--- src/rtl/core/b64d_pkg.sv ---
// Shared types, codes and the character classifier of the Base64 stream decoder.
package b64d_pkg;

  // Character classes above the 0..63 sextet range
  localparam logic [6:0] CLS_LINEFEED = 7'd64;
  localparam logic [6:0] CLS_PAD      = 7'd65;
  localparam logic [6:0] CLS_INVALID  = 7'd66;

  localparam int QUEUE_DEPTH = 4;
  localparam int QPTR_BITS   = $clog2(QUEUE_DEPTH);

  typedef enum logic [1:0] {
    KIND_DATA  = 2'd0,
    KIND_OK    = 2'd1,
    KIND_ERROR = 2'd2
  } kind_t;

  typedef enum logic [1:0] {
    PHASE_DECODE = 2'd0,
    PHASE_PADDED = 2'd1,
    PHASE_ERROR  = 2'd2
  } phase_t;

  typedef struct packed {
    logic [7:0] in_char;
    logic       end_of_message;
  } char_beat_t;

  typedef struct packed {
    logic [7:0]  out_byte;
    kind_t       kind;
    logic [15:0] byte_count;
    logic        last_of_run;
  } result_beat_t;

  // Work for the back end: up to three data bytes (first in the top byte)
  // followed by an optional status beat.
  typedef struct packed {
    logic [1:0]  nbytes;
    logic [23:0] bytes;
    logic        has_status;
    logic        status_err;
    logic [15:0] count;
  } cmd_t;

  typedef struct packed {
    logic full;
    logic empty;
  } q_status_t;

  function automatic logic [6:0] classify(input logic [7:0] c);
    logic [6:0] v;
    v = CLS_INVALID;
    priority if (c >= 8'h41 && c <= 8'h5A) v = 7'(c - 8'h41);
    else if (c >= 8'h61 && c <= 8'h7A) v = 7'(c - 8'h61 + 8'd26);
    else if (c >= 8'h30 && c <= 8'h39) v = 7'(c - 8'h30 + 8'd52);
    else if (c == 8'h2B) v = 7'd62;
    else if (c == 8'h2F) v = 7'd63;
    else if (c == 8'h0A) v = CLS_LINEFEED;
    else if (c == 8'h3D || c == 8'h00) v = CLS_PAD;
    else v = CLS_INVALID;
    return v;
  endfunction

endpackage

--- src/rtl/core/b64d_front.sv ---
// Front end: classifies characters, gathers sextets, checks capacity, issues commands.
module b64d_front #(
  parameter int COUNT_BITS = 16
) (
  input  logic                    clk,
  input  logic                    rst,
  input  logic                    cfg_we,
  input  logic [15:0]             cfg_data,
  input  logic                    accept,
  input  b64d_pkg::char_beat_t    beat,
  output logic                    push,
  output b64d_pkg::cmd_t          cmd
);

  localparam int CW = (COUNT_BITS > 16) ? COUNT_BITS : 16;
  localparam logic [CW:0] CAP = (CW+1)'((64'd1 << COUNT_BITS) - 64'd1);

  logic [15:0]            max_output_bytes;
  logic [17:0]            acc, acc_next;
  logic [1:0]             cnt, cnt_next;
  logic [COUNT_BITS-1:0]  emitted, emitted_next;
  b64d_pkg::phase_t       phase, phase_next;

  logic [6:0]  v;
  logic [23:0] grp;
  logic        is_sextet, grp_fire, grp_ok;
  logic [1:0]  tail_n;
  logic [CW:0] em_ext, max_ext, limit, sum3, sumt;
  logic        tail_ok;
  b64d_pkg::phase_t phase_a;
  logic [17:0] acc_a;
  logic [1:0]  cnt_a;
  logic [CW:0] em_b;

  always_ff @(posedge clk) begin
    if (rst) begin
      max_output_bytes <= 16'hFFFF;
    end else if (cfg_we) begin
      max_output_bytes <= cfg_data;
    end
  end

  always_ff @(posedge clk) begin
    if (rst) begin
      acc     <= '0;
      cnt     <= '0;
      emitted <= '0;
      phase   <= b64d_pkg::PHASE_DECODE;
    end else if (accept) begin
      acc     <= acc_next;
      cnt     <= cnt_next;
      emitted <= emitted_next;
      phase   <= phase_next;
    end
  end

  always_comb begin
    v         = b64d_pkg::classify(beat.in_char);
    em_ext    = (CW+1)'(emitted);
    max_ext   = (CW+1)'(max_output_bytes);
    limit     = (max_ext < CAP) ? max_ext : CAP;
    sum3      = em_ext + (CW+1)'(3);
    grp       = {acc, v[5:0]};
    is_sextet = (phase == b64d_pkg::PHASE_DECODE) && (v < b64d_pkg::CLS_LINEFEED);
    grp_fire  = is_sextet && (cnt == 2'd3);
    grp_ok    = grp_fire && (sum3 <= limit);

    // after the character itself
    phase_a = phase;
    acc_a   = acc;
    cnt_a   = cnt;
    em_b    = em_ext;
    if (phase == b64d_pkg::PHASE_DECODE) begin
      if (v == b64d_pkg::CLS_INVALID) begin
        phase_a = b64d_pkg::PHASE_ERROR;
      end else if (v == b64d_pkg::CLS_PAD) begin
        phase_a = b64d_pkg::PHASE_PADDED;
      end else if (is_sextet) begin
        if (grp_fire) begin
          acc_a = '0;
          cnt_a = '0;
          if (grp_ok) begin
            em_b = sum3;
          end else begin
            phase_a = b64d_pkg::PHASE_ERROR;
          end
        end else begin
          acc_a = {acc[11:0], v[5:0]};
          cnt_a = cnt + 2'd1;
        end
      end
    end

    // end of message tail: three sextets give two bytes, two give one
    tail_n  = (cnt_a == 2'd3) ? 2'd2 : (cnt_a == 2'd2) ? 2'd1 : 2'd0;
    sumt    = em_ext + (CW+1)'(tail_n);
    tail_ok = (sumt <= limit);

    cmd            = '0;
    cmd.has_status = beat.end_of_message;
    if (grp_ok) begin
      cmd.nbytes = 2'd3;
      cmd.bytes  = grp;
    end
    phase_next = phase_a;
    if (beat.end_of_message && phase_a != b64d_pkg::PHASE_ERROR && tail_n != 2'd0) begin
      if (tail_ok) begin
        cmd.nbytes = tail_n;
        cmd.bytes  = (tail_n == 2'd2) ? {acc_a[17:10], acc_a[9:2], 8'h00}
                                      : {acc_a[11:4], 16'h0000};
        em_b       = sumt;
      end else begin
        phase_next = b64d_pkg::PHASE_ERROR;
      end
    end
    cmd.status_err = (phase_next == b64d_pkg::PHASE_ERROR);
    cmd.count      = cmd.status_err ? 16'h0000 : em_b[15:0];

    if (beat.end_of_message) begin
      acc_next     = '0;
      cnt_next     = '0;
      emitted_next = '0;
      phase_next   = b64d_pkg::PHASE_DECODE;
    end else begin
      acc_next     = acc_a;
      cnt_next     = cnt_a;
      emitted_next = em_b[COUNT_BITS-1:0];
    end

    push = accept && (cmd.nbytes != 2'd0 || cmd.has_status);
  end

endmodule

--- src/rtl/core/b64d_fifo.sv ---
// Short command queue between the front and back ends.
module b64d_fifo (
  input  logic                 clk,
  input  logic                 rst,
  input  logic                 push,
  input  b64d_pkg::cmd_t       push_cmd,
  input  logic                 pop,
  output b64d_pkg::cmd_t       head,
  output b64d_pkg::q_status_t  status
);

  b64d_pkg::cmd_t mem [b64d_pkg::QUEUE_DEPTH];
  logic [b64d_pkg::QPTR_BITS-1:0] wr_ptr, rd_ptr;
  logic [b64d_pkg::QPTR_BITS:0]   fill;

  always_ff @(posedge clk) begin
    if (push) begin
      mem[wr_ptr] <= push_cmd;
    end
  end

  always_ff @(posedge clk) begin
    if (rst) begin
      wr_ptr <= '0;
      rd_ptr <= '0;
      fill   <= '0;
    end else begin
      if (push) wr_ptr <= wr_ptr + 1'b1;
      if (pop)  rd_ptr <= rd_ptr + 1'b1;
      fill <= fill + (b64d_pkg::QPTR_BITS+1)'(push) - (b64d_pkg::QPTR_BITS+1)'(pop);
    end
  end

  assign head         = mem[rd_ptr];
  assign status.full  = (fill == (b64d_pkg::QPTR_BITS+1)'(b64d_pkg::QUEUE_DEPTH));
  assign status.empty = (fill == '0);

endmodule

--- src/rtl/core/b64d_back.sv ---
// Back end: expands commands into output-register result beats, one per cycle unless stalled.
module b64d_back (
  input  logic                   clk,
  input  logic                   rst,
  input  b64d_pkg::cmd_t         head,
  input  b64d_pkg::q_status_t    qstat,
  output logic                   pop,
  output logic                   result_valid,
  input  logic                   result_stall,
  output b64d_pkg::result_beat_t result
);

  logic [1:0] idx;
  logic [2:0] total;
  logic       load, last;
  b64d_pkg::result_beat_t beat_next;

  always_comb begin
    total = {1'b0, head.nbytes} + {2'b00, head.has_status};
    last  = ({1'b0, idx} == total - 3'd1);
    load  = !qstat.empty && (!result_valid || !result_stall);
    pop   = load && last;

    beat_next = '0;
    beat_next.last_of_run = last;
    if (idx < head.nbytes) begin
      beat_next.kind = b64d_pkg::KIND_DATA;
      unique case (idx)
        2'd0:    beat_next.out_byte = head.bytes[23:16];
        2'd1:    beat_next.out_byte = head.bytes[15:8];
        default: beat_next.out_byte = head.bytes[7:0];
      endcase
    end else if (head.status_err) begin
      beat_next.kind = b64d_pkg::KIND_ERROR;
    end else begin
      beat_next.kind       = b64d_pkg::KIND_OK;
      beat_next.byte_count = head.count;
    end
  end

  always_ff @(posedge clk) begin
    if (rst) begin
      idx          <= '0;
      result_valid <= 1'b0;
    end else if (load) begin
      result_valid <= 1'b1;
      idx          <= last ? 2'd0 : idx + 2'd1;
    end else if (!result_stall) begin
      result_valid <= 1'b0;
    end
  end

  always_ff @(posedge clk) begin
    if (load) begin
      result <= beat_next;
    end
  end

endmodule

--- src/rtl/core/base64_stream_decoder_unit.sv ---
// Base64 stream decoder: top level joining front end, command queue and back end.
//
// Takes one encoded character per beat on the char channel (end_of_message
// on the last one) and gives decoded bytes and one status beat per message on
// the result channel. A character is taken every cycle while the four-entry
// command queue has room; the front end classifies it, gathers sextets and
// checks the byte count against max_output_bytes in that same cycle. The back
// end sends one result beat per cycle from the queue while the result side
// does not stall, so a character that makes several results holds the back
// end for each (at most four: a full group plus status). Input only stalls
// when results on average outnumber characters, or the result side stalls,
// long enough to fill the queue. max_output_bytes may only be written
// between messages with the block drained. COUNT_BITS sets the width of the
// per-message byte counter and so a second cap on it.
module base64_stream_decoder_unit #(
  parameter int COUNT_BITS = 16
) (
  input  logic                   clk,
  input  logic                   rst,
  input  logic                   cfg_we,
  input  logic [15:0]            cfg_data,
  input  logic                   char_valid,
  output logic                   char_stall,
  input  b64d_pkg::char_beat_t   char_beat,
  output logic                   result_valid,
  input  logic                   result_stall,
  output b64d_pkg::result_beat_t result
);

  logic                accept, push, pop;
  b64d_pkg::cmd_t      cmd, head;
  b64d_pkg::q_status_t qstat;

  // stall from queue fill only, never from the result side directly
  assign char_stall = qstat.full;
  assign accept     = char_valid && !char_stall;

  b64d_front #(
    .COUNT_BITS(COUNT_BITS)
  ) u_front (
    .clk      (clk),
    .rst      (rst),
    .cfg_we   (cfg_we),
    .cfg_data (cfg_data),
    .accept   (accept),
    .beat     (char_beat),
    .push     (push),
    .cmd      (cmd)
  );

  b64d_fifo u_fifo (
    .clk      (clk),
    .rst      (rst),
    .push     (push),
    .push_cmd (cmd),
    .pop      (pop),
    .head     (head),
    .status   (qstat)
  );

  b64d_back u_back (
    .clk          (clk),
    .rst          (rst),
    .head         (head),
    .qstat        (qstat),
    .pop          (pop),
    .result_valid (result_valid),
    .result_stall (result_stall),
    .result       (result)
  );

endmodule
--- config.mk ---
export PLATFORM = sky130hd
export DESIGN_NAME = base64_stream_decoder_unit
export DESIGN_NICKNAME = d
export VERILOG_FILES = /design/src/rtl/core/b64d_pkg.sv /design/src/rtl/core/b64d_front.sv /design/src/rtl/core/b64d_fifo.sv /design/src/rtl/core/b64d_back.sv /design/src/rtl/core/base64_stream_decoder_unit.sv
export SDC_FILE = /design/constraint.sdc
export NUM_CORES = 1
export LEC_CHECK = 0
export ABC_AREA = 1
export BUFFER_PORTS_ARGS = -buffer_cell sky130_fd_sc_hd__buf_2
export CORE_MARGIN = 3
export CORE_UTILIZATION = 50
export CTS_BUF_LIST = sky130_fd_sc_hd__clkbuf_4
export DETAILED_ROUTE_END_ITERATION = 12
export HOLD_SLACK_MARGIN = 0.06
export PLACE_DENSITY_LB_ADDON = 0.3
export SLEW_MARGIN = 40
export SYNTH_ARGS = -nofsm -noshare
export SYNTH_HDL_FRONTEND = slang
export SYNTH_HIERARCHICAL = 1
export SYNTH_SLANG_ARGS = --single-unit
--- constraint.sdc ---
create_clock -name clk -period 15.1 [get_ports clk]
set_input_delay 3.775 -clock clk [delete_from_list [all_inputs] [get_ports clk]]
set_output_delay 3.775 -clock clk [all_outputs]
set_load 0.005 [all_outputs]
==> summary.md <==
| Metric | Value |
|---|---|
| Status | `completed` |
| Rows | `61` |
| Max incr delay on CP | `600 ps` |
| Vias in the first global route | `10300` |
| Largest net degree at the start of global routing | `97` |
| Iter 0 DRT Violations | `915` |
| Clk sink count | `269` |
| Pwr/cell area | `124 nW/um^2` |
| Synth Area in XOR/XNOR | `0.0159` |
| Cells after Synth | `1627` |
| Antenna violations before repair | `1` |
| Routed len/inst | `14.7 um` |
| Syn Std Cell Area | `14300 um^2` |
| R2R setup slack | `8330 ps` |
| Compound-Gate Fraction of Synth Area | `0.123` |
| Mapped Nets | `1714` |
| Die area | `30700 um^2` |
| Layout area overhead | `9.39%` |
| Clock skew | `63.8 ps` |
| Area leader, netlist | `edfxtp_1` |
| Nets | `1781` |
| Maximum VDD drop | `0.0522 mV` |
| Total leakage power | `6.70 nW` |
| Via count | `11100` |
| Setup Crit Path Kind | `primary input to flop` |
| Post-Syn Area per Cell | `8.79 um^2` |
| Seq/Total Area, Yosys | `0.519` |
| Port Buffer Count | `58` |
| ANT nets after route | `0` |
| Top cell family by delay on the critical path | `simple AND/OR/NAND/NOR gates` |
| Die W | `175 um` |
| Final hold vios | `0` |
| Gr ovfl total | `0` |
| Fmax | `101 MHz` |
| Gr usage total | `0.204` |
| Worst-Margin Slew | `793 ps` |
| Core area | `28000 um^2` |
| Initial Util | `0.510` |
| Adder-Cell Fraction of Synth Area | `0.0504` |
| Share of cells above drive strength 1 | `0.140` |
| Crit path launch type | `primary input` |
| WHS Path Cells | `2` |
| Number of synthesized flops with an enable pin | `203` |
| Post-synth top area share | `0.426` |
| Via-to-Cell Ratio | `5.19` |
| Critical path required time | `15680 ps` |
| First-pass GRT wire length | `50.8 mm` |
| Number of synthesis warnings | `6` |
| Crit path time final | `9920 ps` |
| Combinational fraction of design power | `0.206` |
| Inst Count DP | `1997` |
| Clock latency on the worst-skew pair | `710 ps` |
| FF-to-FF path depth | `39` |
| Yosys cell types | `45` |
| Clock power share | `0.322` |
| Non-filler cells, final | `2133` |
| Die Y | `175 um` |
| CTS tree | `yes` |
| Clock buffer depth | `3` |
| Final Max Tran Viols | `0` |
| Cts repair resizes | `0` |
| RSZ-0062 raised after global routing | `no` |
| Clk pin slew, worst setup/hold paths | `60 ps` |
| Worst path slowest cell | `nand2_1` |
| Drt drc | `0` |
| CTS buffer count | `73` |
| Filler instances | `2602` |
| Ys flop type | `edfxtp_1` |
| Sw power | `0.613 mW` |
| GP Congestion | `0.950` |
| Final setup fails | `0` |
| Part of the cycle the worst path needs | `0.657` |
| Reg power frac | `0.472` |
| Sw frac | `0.316` |
| Number of max-cap violations | `0` |
| Synth top area cells | `edfxtp_1, nand2_1, dfxtp_1` |
| RR Startpoint | `u_front/cnt[0]` |
| H-tree levels | `3` |
| Drt total wl | `31.3 mm` |
| Num ports | `59` |
| Mux cell area share after synthesis | `0.00140` |
| Hold buffer count at CTS | `0` |
| Crit Path Max Fanout | `28` |
| Setup bufs post-CTS | `0` |
| Crit path top cell by count | `nand2_1` |
| Drt first pass iters | `6` |
| Setup TNS | `0 ps` |
| Relative slew margins | `0.470` |
| Worst hold start | `u_fifo/rd_ptr[1]` |
| Kind of capture point of the worst setup path | `flop` |
| Post-synthesis simple-gate area fraction | `0.192` |
| P_int | `1.33 mW` |
| DP Wirelength | `20.9 mm` |
| CP bufs+invs | `8` |
| WP data arrival | `10500 ps` |
| FF-to-FF End | `u_fifo/fill[2]` |
| Largest family of logic cells by synthesized area | `simple AND/OR/NAND/NOR gates` |
| FFs w/ async S/R, synth | `0` |
| Yosys reg bits | `269` |
| Class of the worst hold path | `flop to flop` |
| Root buf cell | `clkbuf_4` |
## per-stage QoR
step,utilization,worst slack (ps),area (um^2),hold slack [ps],power (mW)
finish,0.558,5180,15600,461,1.94
global route,0.558,4490,15600,492,2.07
CTS,0.558,5310,15600,468,1.97
detailed placement,0.525,4540,14700,456,1.33
global placement,0.524,4640,14700,450,1.32
floorplan,-,6010,14300,429,1.22
## cells by family (layout without fill, tap and decap cells)
logic type | Yosys count | in the layout
simple gates | 624 | 624
mux | 2 | 2
buf+inv | 332 | 459
other cells | 0 | 1
compound gates | 317 | 317
flops | 269 | 269
xor+xnor | 26 | 26
fa+ha+maj | 57 | 57
## worst min-delay path: cells and delay by family, from the launching register on
| kind | cells | cell delay (ps) |
|---|---|---|
| DFF | 1 | 300 |
| AOI/OAI and AO/OA | 1 | 70 |
| buffers and inverters | 1 | 50 |
## worst max-delay path by stage
stage	slack [ps]	endpoint	cells past startpoint	start
2_1_floorplan	6010	u_fifo/mem[0][0]	42	char_beat[3]
3_3_place_gp	4640	u_fifo/mem[3][29]	42	char_beat[3]
3_5_place_dp	4540	u_fifo/fill[2]	46	char_beat[4]
4_1_cts	5310	u_fifo/fill[2]	46	char_beat[4]
5_1_grt	4490	u_fifo/fill[2]	46	char_beat[4]
6_report	5180	u_fifo/fill[2]	46	char_beat[4]
## routing by layer
layer	wire length, um	track usage	vias to the layer above
met5	0	0	-
li1	-	-	5582
met4	653	0.0718	0
met1	14500	0.286	5045
met3	2160	0.0380	57
met2	13900	0.319	376
## synth_stat cells, drive strengths merged, types with 18 or more instances
cell    count
nor2      114
nand2     393
inv       261
xor2       24
edfxtp    203
o21ai     117
nand3      81
o211ai     48
ha         56
dfxtp      66
a21oi     133
nand4      18
clkbuf     27
buf        44
## layout make-up
cell class | instances | area (um^2) | area share
diodes | 1 | 2.50 | 0.000160
clock buffers | 102 | 766 | 0.0490
clock inverters | 33 | 159 | 0.0102
inverters | 261 | 997 | 0.0638
multi-input cells | 1026 | 5480 | 0.350
flip-flops and latches | 269 | 7420 | 0.475
well taps | 378 | 473 | 0.0302
repair buffers | 63 | 343 | 0.0219
## registers in the layout, summed over array words and instances, names as in the netlist, named ones only
signal and count:
u_front/max_output_bytes 16, u_front/acc 18, u_fifo/mem 176, u_front/phase 2, u_fifo/fill 3, u_back/result 27, u_front/emitted 16, u_front/cnt 2
u_back/result_valid 1, u_fifo/rd_ptr 2, u_back/idx 2, u_fifo/wr_ptr 2
## power by group through the flow
stage | combinational (mW) | clock, mW | sequential (mW)
2_1_floorplan | 0.299 | 0 | 0.923
3_3_place_gp | 0.390 | 0 | 0.932
3_5_place_dp | 0.399 | 0 | 0.933
4_1_cts | 0.402 | 0.650 | 0.917
5_1_grt | 0.458 | 0.691 | 0.923
6_report | 0.399 | 0.626 | 0.916
## layout by cell type (no fill, tap or decap), types with 58 or more instances in the layout
cell type / n
a21oi_1: 131
edfxtp_1: 203
o21ai_0: 102
dfxtp_1: 64
nor2_1: 100
clkbuf_4: 102
nand3_1: 74
inv_1: 249
nand2_1: 365
buf_2: 58
(Power assumes the default switching activity.)
